<file path="src/rtl/ird_pkg.sv">
// ----------------------------------------------------------------------------
// ird_pkg
// Widths, reset values, register indexes, phase codes and shared types of the
// pulse-distance infrared decoder.
// ----------------------------------------------------------------------------
package ird_pkg;

    localparam int CODE_BITS  = 32;
    localparam int PHASE_W    = $clog2(CODE_BITS + 2);
    localparam int TICK_W     = 32;
    localparam int GAP_W      = 16;
    localparam int CODE_W     = 32;
    localparam int CFG_IDX_W  = 3;
    localparam int CFG_DATA_W = 32;

    localparam logic [GAP_W-1:0]  RST_START_GAP  = GAP_W'(500);
    localparam logic [GAP_W-1:0]  RST_LEADER_MIN = GAP_W'(224);
    localparam logic [GAP_W-1:0]  RST_LEADER_MAX = GAP_W'(298);
    localparam logic [GAP_W-1:0]  RST_ONE_MIN    = GAP_W'(32);
    localparam logic [CODE_W-1:0] RST_POWER_OFF  = CODE_W'(32'h00F7_40BF);

    localparam logic [PHASE_W-1:0] PH_IDLE      = PHASE_W'(0);
    localparam logic [PHASE_W-1:0] PH_LEADER    = PHASE_W'(1);
    localparam logic [PHASE_W-1:0] PH_FIRST_BIT = PHASE_W'(2);
    localparam logic [PHASE_W-1:0] PH_LAST_BIT  = PHASE_W'(CODE_BITS + 1);

    typedef enum logic [CFG_IDX_W-1:0] {
        REG_START_GAP  = 3'd0,
        REG_LEADER_MIN = 3'd1,
        REG_LEADER_MAX = 3'd2,
        REG_ONE_MIN    = 3'd3,
        REG_POWER_OFF  = 3'd4
    } t_cfg_reg;

    typedef struct packed {
        logic [GAP_W-1:0]  start_gap_ticks;
        logic [GAP_W-1:0]  leader_min_ticks;
        logic [GAP_W-1:0]  leader_max_ticks;
        logic [GAP_W-1:0]  one_min_ticks;
        logic [CODE_W-1:0] power_off_code;
    } t_cfg;

    typedef struct packed {
        logic              frame_done;
        logic [CODE_W-1:0] key_code;
        logic              led_toggle;
    } t_result;

endpackage

</file>
<file path="src/rtl/ird_if.sv">
// ----------------------------------------------------------------------------
// ird_if
// Valid/ready channels of the decoder: edge requests in, results out, and
// register writes.
// ----------------------------------------------------------------------------
interface ird_edge_if;
    logic                        valid;
    logic                        ready;
    logic [ird_pkg::TICK_W-1:0]  edge_tick;

    modport source (output valid, output edge_tick, input ready);
    modport sink   (input valid, input edge_tick, output ready);
endinterface

interface ird_result_if;
    logic                        valid;
    logic                        ready;
    logic                        frame_done;
    logic [ird_pkg::CODE_W-1:0]  key_code;
    logic                        led_toggle;

    modport source (output valid, output frame_done, output key_code, output led_toggle,
                    input ready);
    modport sink   (input valid, input frame_done, input key_code, input led_toggle,
                    output ready);
endinterface

interface ird_cfg_if;
    logic                            valid;
    logic                            ready;
    logic [ird_pkg::CFG_IDX_W-1:0]   index;
    logic [ird_pkg::CFG_DATA_W-1:0]  data;

    modport source (output valid, output index, output data, input ready);
    modport sink   (input valid, input index, input data, output ready);
endinterface

</file>
<file path="src/rtl/ir_pulse_distance_decoder.sv">
// ----------------------------------------------------------------------------
// ir_pulse_distance_decoder
// Pulse-distance infrared remote decoder: measures gaps between receiver
// falling edges and assembles 32-bit codes.
// ----------------------------------------------------------------------------
// Each request on i_edge carries the timer tick of one receiver falling edge
// and yields exactly one result on o_result, in order. A request passes
// through an edge register and then a result register, which holds while
// o_result stalls; one request is taken every cycle while o_result keeps
// draining, the rate being set by the combinational gap compare and shift
// update. key_code and led_toggle are zero unless frame_done is set.
// Write the thresholds and power-off code through i_cfg only while no
// request is in flight; the register port is always ready.
module ir_pulse_distance_decoder (
    input  logic         i_clk,
    input  logic         i_rst_n,
    ird_edge_if.sink     i_edge,
    ird_cfg_if.sink      i_cfg,
    ird_result_if.source o_result
);

    ird_pkg::t_cfg w_cfg;

    ird_cfg_regs u_cfg_regs (
        .i_clk   (i_clk),
        .i_rst_n (i_rst_n),
        .i_cfg   (i_cfg),
        .o_cfg   (w_cfg)
    );

    ird_core u_core (
        .i_clk    (i_clk),
        .i_rst_n  (i_rst_n),
        .i_cfg    (w_cfg),
        .i_edge   (i_edge),
        .o_result (o_result)
    );

endmodule

</file>
<file path="src/rtl/ird_cfg_regs.sv">
// ----------------------------------------------------------------------------
// ird_cfg_regs
// Configuration register file: timing thresholds and the power-off code.
// ----------------------------------------------------------------------------
module ird_cfg_regs (
    input  logic          i_clk,
    input  logic          i_rst_n,
    ird_cfg_if.sink       i_cfg,
    output ird_pkg::t_cfg o_cfg
);

    ird_pkg::t_cfg r_cfg;

    assign i_cfg.ready = 1'b1;
    assign o_cfg       = r_cfg;

    always_ff @(posedge i_clk) begin
        if (!i_rst_n) begin
            r_cfg.start_gap_ticks  <= ird_pkg::RST_START_GAP;
            r_cfg.leader_min_ticks <= ird_pkg::RST_LEADER_MIN;
            r_cfg.leader_max_ticks <= ird_pkg::RST_LEADER_MAX;
            r_cfg.one_min_ticks    <= ird_pkg::RST_ONE_MIN;
            r_cfg.power_off_code   <= ird_pkg::RST_POWER_OFF;
        end else if (i_cfg.valid) begin
            case (ird_pkg::t_cfg_reg'(i_cfg.index))
                ird_pkg::REG_START_GAP: begin
                    r_cfg.start_gap_ticks <= i_cfg.data[ird_pkg::GAP_W-1:0];
                end
                ird_pkg::REG_LEADER_MIN: begin
                    r_cfg.leader_min_ticks <= i_cfg.data[ird_pkg::GAP_W-1:0];
                end
                ird_pkg::REG_LEADER_MAX: begin
                    r_cfg.leader_max_ticks <= i_cfg.data[ird_pkg::GAP_W-1:0];
                end
                ird_pkg::REG_ONE_MIN: begin
                    r_cfg.one_min_ticks <= i_cfg.data[ird_pkg::GAP_W-1:0];
                end
                ird_pkg::REG_POWER_OFF: begin
                    r_cfg.power_off_code <= i_cfg.data[ird_pkg::CODE_W-1:0];
                end
                default: begin
                end
            endcase
        end
    end

endmodule

</file>
<file path="src/rtl/ird_core.sv">
// ----------------------------------------------------------------------------
// ird_core
// Decode pipeline: edge register, gap measure and frame tracking, result
// register.
// ----------------------------------------------------------------------------
module ird_core (
    input  logic          i_clk,
    input  logic          i_rst_n,
    input  ird_pkg::t_cfg i_cfg,
    ird_edge_if.sink      i_edge,
    ird_result_if.source  o_result
);

    logic                           r_in_valid;
    logic [ird_pkg::TICK_W-1:0]     r_in_tick;
    logic [ird_pkg::TICK_W-1:0]     r_last_tick;
    logic [ird_pkg::PHASE_W-1:0]    r_phase;
    logic [ird_pkg::CODE_W-1:0]     r_shift;
    logic                           r_out_valid;
    ird_pkg::t_result               r_out;

    logic                           w_out_free;
    logic                           w_step;
    logic [ird_pkg::TICK_W-1:0]     w_gap;
    logic                           w_bit;
    logic [ird_pkg::PHASE_W-1:0]    n_phase;
    logic [ird_pkg::CODE_W-1:0]     n_shift;
    ird_pkg::t_result               n_out;

    assign w_out_free   = !r_out_valid || o_result.ready;
    assign w_step       = r_in_valid && w_out_free;
    assign i_edge.ready = !r_in_valid || w_out_free;

    assign w_gap = r_in_tick - r_last_tick;
    assign w_bit = (w_gap >= ird_pkg::TICK_W'(i_cfg.one_min_ticks));

    always_comb begin
        n_phase = r_phase;
        n_shift = r_shift;
        n_out   = '0;
        if (w_gap >= ird_pkg::TICK_W'(i_cfg.start_gap_ticks)) begin
            n_phase = ird_pkg::PH_LEADER;
            n_shift = '0;
        end else if (r_phase == ird_pkg::PH_LEADER) begin
            if ((w_gap >= ird_pkg::TICK_W'(i_cfg.leader_min_ticks)) &&
                (w_gap <= ird_pkg::TICK_W'(i_cfg.leader_max_ticks))) begin
                n_phase = ird_pkg::PH_FIRST_BIT;
            end
        end else if (r_phase >= ird_pkg::PH_FIRST_BIT) begin
            n_shift = {r_shift[ird_pkg::CODE_W-2:0], w_bit};
            if (r_phase >= ird_pkg::PH_LAST_BIT) begin
                n_out.frame_done = 1'b1;
                n_out.key_code   = n_shift;
                n_out.led_toggle = (n_shift == i_cfg.power_off_code);
                n_phase          = ird_pkg::PH_IDLE;
            end else begin
                n_phase = r_phase + ird_pkg::PHASE_W'(1);
            end
        end
    end

    // edge register
    always_ff @(posedge i_clk) begin
        if (!i_rst_n) begin
            r_in_valid <= 1'b0;
        end else if (i_edge.ready) begin
            r_in_valid <= i_edge.valid;
        end
    end

    always_ff @(posedge i_clk) begin
        if (i_edge.ready && i_edge.valid) begin
            r_in_tick <= i_edge.edge_tick;
        end
    end

    // frame state
    always_ff @(posedge i_clk) begin
        if (!i_rst_n) begin
            r_last_tick <= '0;
            r_phase     <= ird_pkg::PH_IDLE;
            r_shift     <= '0;
        end else if (w_step) begin
            r_last_tick <= r_in_tick;
            r_phase     <= n_phase;
            r_shift     <= n_shift;
        end
    end

    // result register
    always_ff @(posedge i_clk) begin
        if (!i_rst_n) begin
            r_out_valid <= 1'b0;
        end else if (w_out_free) begin
            r_out_valid <= r_in_valid;
        end
    end

    always_ff @(posedge i_clk) begin
        if (w_step) begin
            r_out <= n_out;
        end
    end

    assign o_result.valid      = r_out_valid;
    assign o_result.frame_done = r_out.frame_done;
    assign o_result.key_code   = r_out.key_code;
    assign o_result.led_toggle = r_out.led_toggle;

    a_phase_range: assert property (@(posedge i_clk) disable iff (!i_rst_n)
        r_phase <= ird_pkg::PH_LAST_BIT)
        else $error("phase beyond last data bit");

    a_led_needs_done: assert property (@(posedge i_clk) disable iff (!i_rst_n)
        (r_out_valid && r_out.led_toggle) |-> r_out.frame_done)
        else $error("led toggle without completed frame");

    a_code_clear: assert property (@(posedge i_clk) disable iff (!i_rst_n)
        (r_out_valid && !r_out.frame_done) |-> (r_out.key_code == '0))
        else $error("key code set without completed frame");

    a_done_to_idle: assert property (@(posedge i_clk) disable iff (!i_rst_n)
        (w_step && n_out.frame_done) |=> (r_phase == ird_pkg::PH_IDLE))
        else $error("frame not closed after last bit");

    a_hold_state: assert property (@(posedge i_clk) disable iff (!i_rst_n)
        !w_step |=> ($stable(r_phase) && $stable(r_shift) && $stable(r_last_tick)))
        else $error("frame state moved without a request");

endmodule

</file>
<file path="src/flat_wrapper.sv">
// flat-port wrapper written by rule: the top's interface ports become plain ports
module ir_pulse_distance_decoder_flat 
  (i_clk, i_rst_n, i_edge_valid, i_edge_edge_tick, i_edge_ready, i_cfg_valid, i_cfg_index, i_cfg_data, i_cfg_ready, o_result_valid, o_result_frame_done, o_result_key_code, o_result_led_toggle, o_result_ready);
  ird_edge_if i_edge_i ();
  ird_cfg_if i_cfg_i ();
  ird_result_if o_result_i ();
  input  logic i_clk;
  input  logic i_rst_n;
  input wire logic [$bits(i_edge_i.valid)-1:0] i_edge_valid;
  input wire logic [$bits(i_edge_i.edge_tick)-1:0] i_edge_edge_tick;
  output wire logic [$bits(i_edge_i.ready)-1:0] i_edge_ready;
  input wire logic [$bits(i_cfg_i.valid)-1:0] i_cfg_valid;
  input wire logic [$bits(i_cfg_i.index)-1:0] i_cfg_index;
  input wire logic [$bits(i_cfg_i.data)-1:0] i_cfg_data;
  output wire logic [$bits(i_cfg_i.ready)-1:0] i_cfg_ready;
  output wire logic [$bits(o_result_i.valid)-1:0] o_result_valid;
  output wire logic [$bits(o_result_i.frame_done)-1:0] o_result_frame_done;
  output wire logic [$bits(o_result_i.key_code)-1:0] o_result_key_code;
  output wire logic [$bits(o_result_i.led_toggle)-1:0] o_result_led_toggle;
  input wire logic [$bits(o_result_i.ready)-1:0] o_result_ready;
  assign i_edge_i.valid = i_edge_valid;
  assign i_edge_i.edge_tick = i_edge_edge_tick;
  assign i_edge_ready = i_edge_i.ready;
  assign i_cfg_i.valid = i_cfg_valid;
  assign i_cfg_i.index = i_cfg_index;
  assign i_cfg_i.data = i_cfg_data;
  assign i_cfg_ready = i_cfg_i.ready;
  assign o_result_valid = o_result_i.valid;
  assign o_result_frame_done = o_result_i.frame_done;
  assign o_result_key_code = o_result_i.key_code;
  assign o_result_led_toggle = o_result_i.led_toggle;
  assign o_result_i.ready = o_result_ready;
  ir_pulse_distance_decoder u_core (.i_clk(i_clk), .i_rst_n(i_rst_n), .i_edge(i_edge_i), .i_cfg(i_cfg_i), .o_result(o_result_i));
endmodule
</file>
<file path="config.mk">
export PLATFORM = sky130hd
export DESIGN_NAME = ir_pulse_distance_decoder_flat
export DESIGN_NICKNAME = d
export VERILOG_FILES = /design/src/rtl/ird_pkg.sv /design/src/rtl/ird_if.sv /design/src/rtl/ir_pulse_distance_decoder.sv /design/src/rtl/ird_cfg_regs.sv /design/src/rtl/ird_core.sv /design/src/flat_wrapper.sv
export SDC_FILE = /design/constraint.sdc
export NUM_CORES = 1
export LEC_CHECK = 0
export BUFFER_PORTS_ARGS = -buffer_cell sky130_fd_sc_hd__buf_2
export CAP_MARGIN = 5
export CORE_MARGIN = 3
export CORE_UTILIZATION = 50
export CTS_BUF_LIST = sky130_fd_sc_hd__clkbuf_4
export DETAILED_ROUTE_END_ITERATION = 10
export HOLD_SLACK_MARGIN = 0.1
export PLACE_DENSITY = 0.69
export SYNTH_ARGS = -nofsm -noshare
export SYNTH_HDL_FRONTEND = slang
export SYNTH_SLANG_ARGS = --single-unit
</file>
<file path="constraint.sdc">
create_clock -name i_clk -period 8.8 [get_ports i_clk]
set_input_delay 0.88 -clock i_clk [delete_from_list [all_inputs] [get_ports i_clk]]
set_output_delay 0.88 -clock i_clk [all_outputs]
set_load 0.02 [all_outputs]
</file>
==> flow_metrics.env, run 1 <==
export IMPL_slew_violations=0
export IMPL_ir_drop_v=0.0001149
export IMPL_ant_nets=0
export IMPL_r2r_cells=18
export IMPL_floorplan_die_height_microns=164.9
export IMPL_synth_seq_area_share_pct=42.20
export IMPL_post_synth_inst_count=1382
export IMPL_worst_slew_pin_slew_ps=1161
export IMPL_hold_path_class="input pin to register"
export IMPL_hold_path_cell_count=1
export IMPL_crit_reg2reg_capture="u_core.u_core.r_shift[23]"
export IMPL_dr_total_vias=10145
export IMPL_synth_lib_cells_used_distinct=85
export IMPL_first_pass_iters=5
export IMPL_synthesis_area_sq_mm=0.01262
export IMPL_hold_start="i_edge_edge_tick[27]"
export IMPL_ys_dominant_reg_cell="sky130_fd_sc_hd__dfxtp_1"
export IMPL_fp_coreArea_sq_mm=0.02453
export IMPL_tritoncts="done"
export IMPL_finalWeightedCongestion=0.9005
export IMPL_top_level_ports=109
export IMPL_dp_final_hpwl_mm=21.31
export IMPL_power_density_over_the_cells_mw_per_mm2=178.6
export IMPL_routedWlPerCell_microns=15.94
export IMPL_synthesis_area_per_instance_sq_um=9.131
export IMPL_grt_first_pass_wirelength_mm=48.53
export IMPL_timing_hold_ws_ps=373.0
export IMPL_dieArea_sq_mm=0.02718
export IMPL_outcome="completed"
export IMPL_yosysWarnings=0
export IMPL_cts_clk_slew_worst_paths_ps=60
export IMPL_first_global_vias=9777
export IMPL_cts_resized_gates=0
export IMPL_layout_drive_gt1_share_pct=17.58
export IMPL_crit_path_time_final_ps=5404
export IMPL_grt_use_total_pct=21.99
export IMPL_fp_row_count=57
export IMPL_maxCapViolCount=0
export IMPL_clock_skew_final_ps=42.62
export IMPL_antenna_found_initial=2
export IMPL_drtIter0Drc=625
export IMPL_setup_viol=0
export IMPL_final_core_utilization_pct=57.46
export IMPL_slew_headroom_pct=22.63
export IMPL_critical_path_required_ps=9430
export IMPL_rsz0062_at_grt="false"
export IMPL_rr_startpoint="u_core.u_core.r_in_tick[0]"
export IMPL_cts_hold_repair_buffers=0
export IMPL_nNetsFinal=1671
export IMPL_global_route_overflow_total=0
export IMPL_criticalPathCategory="register to register"
export IMPL_ff2ff_setup_slack_ps=3400
export IMPL_layout_worst_path_cycle_share_pct=61.41
export IMPL_numCtsBuffers=60
export IMPL_crit_path_start_kind="register"
export IMPL_static_leakage_power_nw=5.648
export IMPL_total_power_mw=2.517
export IMPL_effective_utilization_at_floorplan_pct=51.43
export IMPL_vias_per_cell=5.419
export IMPL_yosys_register_bits=233
export IMPL_drcViolationCount=0
export IMPL_final_hold_violation_count=0
export IMPL_min_to="u_core.u_core.r_in_tick[27]"
export IMPL_routed_wire_length_mm=29.83
export IMPL_area_growth_synth_to_final_pct=11.71
export IMPL_clock_tree_buffer_depth=3
export IMPL_crit_end_category="register"
export IMPL_ys_async_rst_share_pct=0
export IMPL_grt_start_max_net_pins=97
export IMPL_timing_setup_tns_ps=0
export IMPL_postCtsSetupRepairBufs=0
export IMPL_cts_htree_levels=2
export IMPL_synthesis_nets=1554
export IMPL_synth_edf_count=66
export IMPL_clock_insertion_delay_worst_skew_ps=690
export IMPL_crit_arrival_ps=6030
export IMPL_timing_fmax_mhz=185.0
export IMPL_worstPathMaxFanout=30
export IMPL_clock_tree_root_cell="sky130_fd_sc_hd__clkbuf_4"
export IMPL_cts_sinks=233
export IMPL_port_buffer_count=107
export IMPL_die_w_microns=164.9
## how the worst max path moves through the flow
stage                               start                        end  slack, ps  depth (start not counted)
2_1_floorplan  u_core.u_core.r_in_tick[0]  u_core.u_core.r_shift[10]       4660                         19
3_3_place_gp   u_core.u_core.r_in_tick[0]  u_core.u_core.r_shift[23]       3550                         18
3_5_place_dp   u_core.u_core.r_in_tick[0]  u_core.u_core.r_shift[23]       3370                         18
4_1_cts        u_core.u_core.r_in_tick[0]   u_core.u_core.r_shift[4]       3370                         18
5_1_grt        u_core.u_core.r_in_tick[0]   u_core.u_core.r_shift[1]       2830                         18
6_report       u_core.u_core.r_in_tick[0]  u_core.u_core.r_shift[23]       3400                         18
## worst max-delay path, stage by stage (launching register included)
cell	delay, ps
sky130_fd_sc_hd__edfxtp_1	350
sky130_fd_sc_hd__inv_1	50
sky130_fd_sc_hd__ha_1	240
sky130_fd_sc_hd__fa_1	410
sky130_fd_sc_hd__nand2b_1	180
sky130_fd_sc_hd__a21oi_1	280
sky130_fd_sc_hd__o21ai_0	200
sky130_fd_sc_hd__o21a_1	240
sky130_fd_sc_hd__o21ai_0	210
sky130_fd_sc_hd__xor2_1	420
sky130_fd_sc_hd__ha_1	320
sky130_fd_sc_hd__nand3_1	100
sky130_fd_sc_hd__nor2_1	50
sky130_fd_sc_hd__a2111oi_0	380
sky130_fd_sc_hd__o31a_1	240
sky130_fd_sc_hd__nor2_1	130
sky130_fd_sc_hd__nor4_2	330
sky130_fd_sc_hd__nand2b_1	920
sky130_fd_sc_hd__a32o_2	320
## placed cells by master (no fill, tap or decap), types with 12 or more instances in the layout
master	instances
sky130_fd_sc_hd__ha_1	99
sky130_fd_sc_hd__a21o_1	27
sky130_fd_sc_hd__a21oi_1	46
sky130_fd_sc_hd__edfxtp_1	66
sky130_fd_sc_hd__nand4_1	26
sky130_fd_sc_hd__clkbuf_4	86
sky130_fd_sc_hd__o21ai_0	27
sky130_fd_sc_hd__nand2_1	283
sky130_fd_sc_hd__clkinv_1	18
sky130_fd_sc_hd__xnor2_1	22
sky130_fd_sc_hd__a21boi_0	100
sky130_fd_sc_hd__nand3_1	28
sky130_fd_sc_hd__o211ai_1	22
sky130_fd_sc_hd__and2_1	33
sky130_fd_sc_hd__buf_2	106
sky130_fd_sc_hd__o21a_1	12
sky130_fd_sc_hd__inv_1	108
sky130_fd_sc_hd__xor2_1	30
sky130_fd_sc_hd__a32o_2	25
sky130_fd_sc_hd__dfxtp_1	167
sky130_fd_sc_hd__nor2_1	36
## registers in the layout, summed over array words and instances (netlist names)
register	cells
u_core.u_core.r_in_valid	1
u_core.u_core.r_phase	6
u_core.u_core.o_result.led_toggle	1
u_core.u_core.r_shift	31
u_core.u_core.o_result.key_code	32
u_core.u_core.r_last_tick	32
u_core.u_core.r_in_tick	32
u_core.u_core.o_result.frame_done	1
u_core.u_cfg_regs.o_cfg	96
u_core.u_core.o_result.valid	1
## logic make-up (layout without fill, tap and decap cells)
| logic type | Yosys count | count (layout) | synth area share, % |
|---|---|---|---|
| compound gates | 338 | 338 | 20.23 |
| xor+xnor | 52 | 52 | 3.609 |
| fa+ha+maj | 100 | 100 | 9.975 |
| buf+inv | 171 | 336 | 5.553 |
| flops | 233 | 233 | 42.20 |
| mux | 2 | 2 | 0.1686 |
| other cells | 1 | 2 | 0.02972 |
| simple gates | 485 | 485 | 18.24 |
## area by class of cell
type,count,area [sq um]
timing repair buffer,116,605.6
clock inverter,24,103.9
multi-input combinational,978,6595
clock buffer,86,645.6
fill,2297,10440
antenna,1,2.502
tap,324,405.4
inverter,110,412.9
sequential,233,5325
## metrics by stage
stage	setup slack, ps	area (sq um)	std cells
after floorplan	4664	12620	1382
after global placement	3554	13340	1761
after detailed placement	3367	13340	1761
after CTS	3366	14090	1871
after global routing	2831	14100	1872
final	3396	14100	1872
## cells in the mapped netlist (all sizes together), types with 5 or more instances
library cell / number / area share (%)
a21boi: 100 / 5.9
a21o: 27 / 1.6
a21oi: 54 / 2.4
a31oi: 6 / 0.30
a32o: 30 / 2.6
and2: 35 / 1.8
and3: 7 / 0.35
buf: 17 / 0.97
clkbuf: 44 / 1.3
dfxtp: 167 / 26
edfxtp: 66 / 16
ha: 99 / 9.8
inv: 109 / 3.2
nand2: 283 / 8.4
nand2b: 11 / 0.55
nand3: 28 / 1.1
nand4: 31 / 1.9
nor2: 37 / 1.1
nor2b: 9 / 0.45
nor3: 11 / 0.53
nor4: 12 / 0.76
o211ai: 23 / 1.4
o21a: 12 / 0.71
o21ai: 33 / 1.3
o21bai: 5 / 0.30
or2: 6 / 0.30
or3: 5 / 0.30
xnor2: 22 / 1.5
xor2: 30 / 2.1
## power breakdown
part           switching (mW)  total, mW  internal (mW)  leakage [nW]
Sequential             0.0165       1.15           1.14          1.97
Combinational           0.289      0.470          0.181          3.23
Clock                   0.441      0.892          0.452         0.444
## routing by layer
layer	global-route usage [%]	wire [microns]	vias to the layer above
met5	0	13	-
met4	6.176	598	2
met3	4.289	1665	46
met2	37.11	13980	292
met1	28.75	13580	4685
li1	-	-	5120
(Power assumes the default switching activity.)
==> run 2, diff against run 1 <==
PLACE_DENSITY = 0.71   (was 0.69)
clock period = 4.4 ns   (was 8.8 ns; I/O delays follow)
==> run 2 against run 1 <==
Against the previous run: first-iteration DRC count shrank 17%; combinational power grew 130%; maximum frequency grew 24%; global-route usage grew 0.43 points; final cell count grew 5.8%; clock power grew 110%; final area grew 8.7%; die area is the same; clock-buffer cell count grew 8; sequential power grew 100%; critical path type unchanged; largest cell class unchanged.
==> flow_metrics.env, run 2 (synthesis results as in run 1) <==
export IMPL_antenna_found_initial=1
export IMPL_clock_skew_final_ps=41.23
export IMPL_power_density_over_the_cells_mw_per_mm2=342.5
export IMPL_first_pass_iters=5
export IMPL_clock_tree_buffer_depth=3
export IMPL_port_buffer_count=107
export IMPL_effective_utilization_at_floorplan_pct=51.43
export IMPL_cts_clk_slew_worst_paths_ps=60
export IMPL_hold_start="i_cfg_index[1]"
export IMPL_rr_startpoint="u_core.u_core.r_in_tick[1]"
export IMPL_timing_final_ws_setup_ps=58.17
export IMPL_dp_final_hpwl_mm=21.42
export IMPL_area_growth_synth_to_final_pct=21.41
export IMPL_die_w_microns=164.9
export IMPL_clock_tree_root_cell="sky130_fd_sc_hd__clkbuf_4"
export IMPL_routedWlPerCell_microns=15.38
export IMPL_ant_nets=0
export IMPL_top_level_ports=109
export IMPL_use_met2_pct=38.88
export IMPL_worstPathMaxFanout=3
export IMPL_crit_path_time_final_ps=4342
export IMPL_final_cell_count_no_fill=1980
export IMPL_grt_use_total_pct=22.41
export IMPL_layout_cells_most_common="sky130_fd_sc_hd__nand2_1"
export IMPL_dpl_worst_slack_ps=-76.40
export IMPL_critical_path_required_ps=4980
export IMPL_hold_path_class="input pin to register"
export IMPL_grt_start_max_net_pins=67
export IMPL_layout_worst_path_cycle_share_pct=98.68
export IMPL_timing_setup_tns_ps=0
export IMPL_nNetsFinal=1778
export IMPL_outcome="completed"
export IMPL_final_hold_violation_count=0
export IMPL_first_global_vias=10391
export IMPL_routed_wire_length_mm=30.45
export IMPL_clock_insertion_delay_worst_skew_ps=710
export IMPL_largest_reg_flops=96
export IMPL_tritoncts="done"
export IMPL_worst_path_largest_cell_delay_ps=490
export IMPL_cts_sinks=233
export IMPL_mostFrequentLayoutCells="sky130_fd_sc_hd__nand2_1, sky130_fd_sc_hd__dfxtp_1, sky130_fd_sc_hd__inv_1"
export IMPL_crit_arrival_ps=4920
export IMPL_cp_slowest_cell="sky130_fd_sc_hd__a2111oi_1"
export IMPL_critical_path_startpoint="u_core.u_core.r_in_tick[1]"
export IMPL_critical_path_cell_chain="ha_1 > nor2b_1 > o2111ai_2 > a2111oi_1 > buf_4 > or2_2 > a21o_1 > a21oi_2 > xnor2_2 > buf_4 > ha_1 > nand4_1 > nor2_2 > a21oi_2 > o311a_1 > a211o_1 > nor3_4 > mux2_2 > o21a_1"
export IMPL_static_leakage_power_nw=6.183
export IMPL_dieArea_sq_mm=0.02718
export IMPL_timing_hold_ws_ps=186.0
export IMPL_cts_htree_levels=2
export IMPL_numCtsBuffers=59
export IMPL_crit_path_start_kind="register"
export IMPL_dr_total_vias=10573
export IMPL_worst_slew_pin_slew_ps=1233
export IMPL_vias_per_cell=5.340
export IMPL_setup_viol=0
export IMPL_placed_cells_incl_taps=1795
export IMPL_slew_violations=0
export IMPL_global_route_usage_met3_pct=3.812
export IMPL_crit_end_category="register"
export IMPL_layout_drive_gt1_share_pct=20.80
export IMPL_timing_fmax_mhz=230.3
export IMPL_slew_headroom_pct=17.49
export IMPL_final_core_utilization_pct=62.44
export IMPL_groute_layer_met1_usage_pct=28.44
export IMPL_fp_coreArea_sq_mm=0.02453
export IMPL_floorplan_die_height_microns=164.9
export IMPL_criticalPathCategory="register to register"
export IMPL_global_route_overflow_total=0
export IMPL_busiest_layer="met2"
export IMPL_grt_first_pass_wirelength_mm=49.85
export IMPL_maxCapViolCount=0
export IMPL_ir_drop_v=0.0002410
export IMPL_drcViolationCount=0
export IMPL_fp_row_count=57
export IMPL_drtIter0Drc=517
export IMPL_finalWeightedCongestion=0.9038
## run 2: metal layers
| metal | up-vias | share of wire, % |
|---|---|---|
| met2 | 235 | 49 |
| met4 | 0 | 2.3 |
| met1 | 4924 | 45 |
| met3 | 60 | 4.4 |
| li1 | 5354 | - |
| met5 | - | 0 |
## run 2: worst max-delay path, delay by kind of cell (launching register included)
family	cells	cell delay [ps]
AO/OA/AOI/OAI	8	1520
buffers and inverters	2	360
XOR/XNOR	1	170
flip-flops	1	400
multiplexers	1	350
adder cells (fa/ha/maj)	2	620
AND/OR/NAND/NOR	5	840
## run 2: power breakdown
| part | switching, mW | leakage, nW | internal [mW] |
|---|---|---|---|
| registers | 0.0349 | 1.97 | 2.28 |
| clock network | 0.874 | 0.464 | 0.968 |
| logic | 0.615 | 3.75 | 0.479 |
## run 2: layout make-up
cell class | instances | area, sq um
Fill cell | 2125 | 9214
Antenna cell | 2 | 5.005
Timing Repair Buffer | 224 | 1637
Tap cell | 324 | 405.4
Clock buffer | 94 | 705.7
Inverter | 110 | 412.9
Clock inverter | 15 | 68.82
Multi-Input combinational cell | 978 | 6760
Sequential cell | 233 | 5325
## run 2: worst paths after layout
| check | endpoint | slack, ps | depth (start not counted) |
|---|---|---|---|
| min reg2reg | u_core.u_core.r_last_tick[9] | 460 | 2 |
| max | u_core.u_core.r_phase[0] | 60 | 19 |
| max reg2reg | u_core.u_core.r_phase[0] | 60 | 19 |
| min | u_core.u_cfg_regs.o_cfg[51] | 190 | 4 |
## run 2: through the flow
step           instance area [sq um]  power, mW
6_report                       15320      5.248
5_1_grt                        15320      5.569
4_1_cts                        15100      5.247
3_5_place_dp                   13620      3.347
3_3_place_gp                   13620      3.329
2_1_floorplan                  12620      3.030
## run 2: repair_timing
| item | CTS | global route |
|---|---|---|
| cloned | 0 | 1 |
| hold buffers | 68 | 0 |
| endpoints found under the setup margin | 36 | 71 |
| hold endpoints to repair | 128 | 0 |
| resized for setup | 5 | 33 |
| setup buffers | 0 | 5 |
| pin swaps | 1 | 12 |
==> run 3, diff against run 2 <==
CORE_ASPECT_RATIO = 0.7   (was not set)
==> run 3 against run 2 <==
Against the previous run: utilization up 0.19 points; maximum frequency increased by 3.5%; routed wire length increased by 8.5%; final cell count shrank 1.2%; die area is 0.11% higher; hold slack improved by 7.5 ps; non-clock buffer count is 14 lower; sequential power is essentially flat; register-to-register slack improved by 150 ps.
==> flow_metrics.env, run 3 (synthesis results as in run 1) <==
export IMPL_outcome="completed"
export IMPL_final_core_utilization_pct=62.64
export IMPL_clock_insertion_delay_worst_skew_ps=720
export IMPL_first_global_vias=10304
export IMPL_dr_total_vias=10728
export IMPL_layout_drive_gt1_share_pct=19.61
export IMPL_crit_end_category="register"
export IMPL_dp_final_hpwl_mm=23.06
export IMPL_layout_worst_path_cycle_share_pct=95.34
export IMPL_tritoncts="done"
export IMPL_ir_drop_v=0.0001998
export IMPL_port_buffer_count=107
export IMPL_top_level_ports=109
export IMPL_timing_fmax_mhz=238.4
export IMPL_layout_cells_most_common="sky130_fd_sc_hd__nand2_1"
export IMPL_worst_slew_pin_slew_ps=1321
export IMPL_power_frac_comb_pct=20.4
export IMPL_numCtsBuffers=57
export IMPL_mostFrequentLayoutCells="sky130_fd_sc_hd__nand2_1, sky130_fd_sc_hd__dfxtp_1, sky130_fd_sc_hd__inv_1"
export IMPL_cts_clk_slew_worst_paths_ps=70
export IMPL_dpl_worst_slack_ps=-128.9
export IMPL_criticalPathCategory="register to register"
export IMPL_global_route_overflow_total=0
export IMPL_cts_sinks=233
export IMPL_total_power_mw=5.358
export IMPL_clock_skew_final_ps=43.11
export IMPL_power_density_over_the_cells_mw_per_mm2=353.1
export IMPL_static_leakage_power_nw=6.111
export IMPL_grt_first_pass_wirelength_mm=53.47
export IMPL_floorplan_die_height_microns=138.9
export IMPL_crit_path_time_final_ps=4195
export IMPL_fp_row_count=47
export IMPL_critical_path_required_ps=5010
export IMPL_finalWeightedCongestion=0.9044
export IMPL_clock_power_share_pct=36.4
export IMPL_hold_path_class="input pin to register"
export IMPL_power_share_switching_pct=29.33
export IMPL_timing_final_ws_setup_ps=205.2
export IMPL_nNetsFinal=1762
export IMPL_routed_wire_length_mm=33.04
export IMPL_grt_use_total_pct=23.87
export IMPL_largest_reg_flops=96
export IMPL_routedWlPerCell_microns=16.89
export IMPL_clock_tree_root_cell="sky130_fd_sc_hd__clkbuf_4"
export IMPL_ant_nets=0
export IMPL_grt_start_max_net_pins=89
export IMPL_p_sw_mw=1.572
export IMPL_dieArea_sq_mm=0.02721
export IMPL_fp_coreArea_sq_mm=0.02423
export IMPL_power_sequential_fraction_pct=43.2
export IMPL_cts_htree_levels=2
export IMPL_crit_path_start_kind="register"
export IMPL_vias_per_cell=5.485
export IMPL_die_w_microns=195.9
export IMPL_effective_utilization_at_floorplan_pct=52.08
export IMPL_crit_arrival_ps=4810
export IMPL_maxCapViolCount=0
export IMPL_worstPathMaxFanout=4
export IMPL_antenna_found_initial=1
export IMPL_slew_violations=0
export IMPL_first_pass_iters=6
export IMPL_internal_power_mw=3.786
export IMPL_drtIter0Drc=980
export IMPL_area_growth_synth_to_final_pct=20.27
export IMPL_slew_headroom_pct=11.86
export IMPL_drcViolationCount=0
export IMPL_clock_tree_buffer_depth=3
export IMPL_final_hold_violation_count=0
export IMPL_setup_viol=0
run 3: cell types whose count changed in the layout (fill, tap and decap cells not counted), moves of 3 or more:
cell / before / now
sky130_fd_sc_hd__buf_4: 45 / 33
sky130_fd_sc_hd__a21oi_2: 13 / 10
sky130_fd_sc_hd__o21ai_1: 7 / 11
sky130_fd_sc_hd__clkinv_2: 3 / 0
sky130_fd_sc_hd__clkbuf_4: 94 / 91
sky130_fd_sc_hd__ha_4: 4 / 0
run 3: what timing repair did:
action | CTS | global route
setup endpoints to repair | 18 | 71
endpoints found under the hold margin | 130 | 0
buffers inserted | 0 | 1
pin swaps | 0 | 5
hold buffers | 67 | 0
gates resized for setup | 2 | 28
run 3: through the flow:
step / cells / area [sq um] / hold slack [ps] / setup TNS, ps
final: 1956 / 15180 / 193.5 / 0
after global routing: 1956 / 15180 / 171.6 / -303.0
after CTS: 1954 / 15050 / 124.5 / 0
after floorplan: 1382 / 12620 / 443.5 / 0
after detailed placement: 1781 / 13580 / 459.0 / -607.5
after global placement: 1781 / 13580 / 451.8 / -309.0
run 3: final timing paths:
| path | from | cells past startpoint | to | slack [ps] |
|---|---|---|---|---|
| min | i_cfg_index[1] | 4 | u_core.u_cfg_regs.o_cfg[68] | 190 |
| max reg2reg | u_core.u_core.r_in_tick[1] | 18 | u_core.u_core.r_phase[0] | 210 |
| min reg2reg | u_core.u_cfg_regs.o_cfg[81] | 2 | u_core.u_cfg_regs.o_cfg[81] | 460 |
| max | u_core.u_core.r_in_tick[1] | 18 | u_core.u_core.r_phase[0] | 210 |
run 3: per-layer routing:
metal  track usage [%]  up-vias  part of all wire (%)
met5                 0        -                     0
met4             6.262        0                   1.6
met3             4.225       47                   6.8
met2             35.98      348                    43
met1             35.41     5018                    49
li1                  -     5315                     -
run 3: layout make-up:
type                    instances  area [sq um]
multi-input cells             978          6713
flip-flops and latches        233          5325
diodes                          1         2.502
fillers                      2072          9052
inverters                     110         412.9
clock buffers                  91         683.2
well taps                     318         397.9
clock inverters                15         112.6
repair buffers                210          1529
run 3: worst max-delay path, stage by stage, from the launching register on:
cell                        delay (ps)
sky130_fd_sc_hd__edfxtp_1          420
sky130_fd_sc_hd__ha_1              320
sky130_fd_sc_hd__nor2b_1           150
sky130_fd_sc_hd__o2111ai_2         240
sky130_fd_sc_hd__a2111oi_2         110
sky130_fd_sc_hd__buf_4             150
sky130_fd_sc_hd__or2_2             320
sky130_fd_sc_hd__a21o_1            220
sky130_fd_sc_hd__a21oi_4           200
sky130_fd_sc_hd__xnor2_4           120
sky130_fd_sc_hd__ha_1              330
sky130_fd_sc_hd__nand4_1           140
sky130_fd_sc_hd__nor2_2            180
sky130_fd_sc_hd__a21oi_2            80
sky130_fd_sc_hd__o311a_1           110
sky130_fd_sc_hd__a211o_1           310
sky130_fd_sc_hd__nor3_2            200
sky130_fd_sc_hd__mux2_2            350
sky130_fd_sc_hd__o21a_1            160
run 3: power by group through the flow:
| stage | Sequential (mW) | Clock (mW) | Combinational [mW] |
|---|---|---|---|
| floorplan | 2.37 | 0 | 0.658 |
| global placement | 2.36 | 0 | 0.973 |
| detailed placement | 2.36 | 0 | 0.997 |
| CTS | 2.31 | 2.00 | 1.05 |
| global route | 2.32 | 2.12 | 1.21 |
| finish | 2.31 | 1.95 | 1.09 |
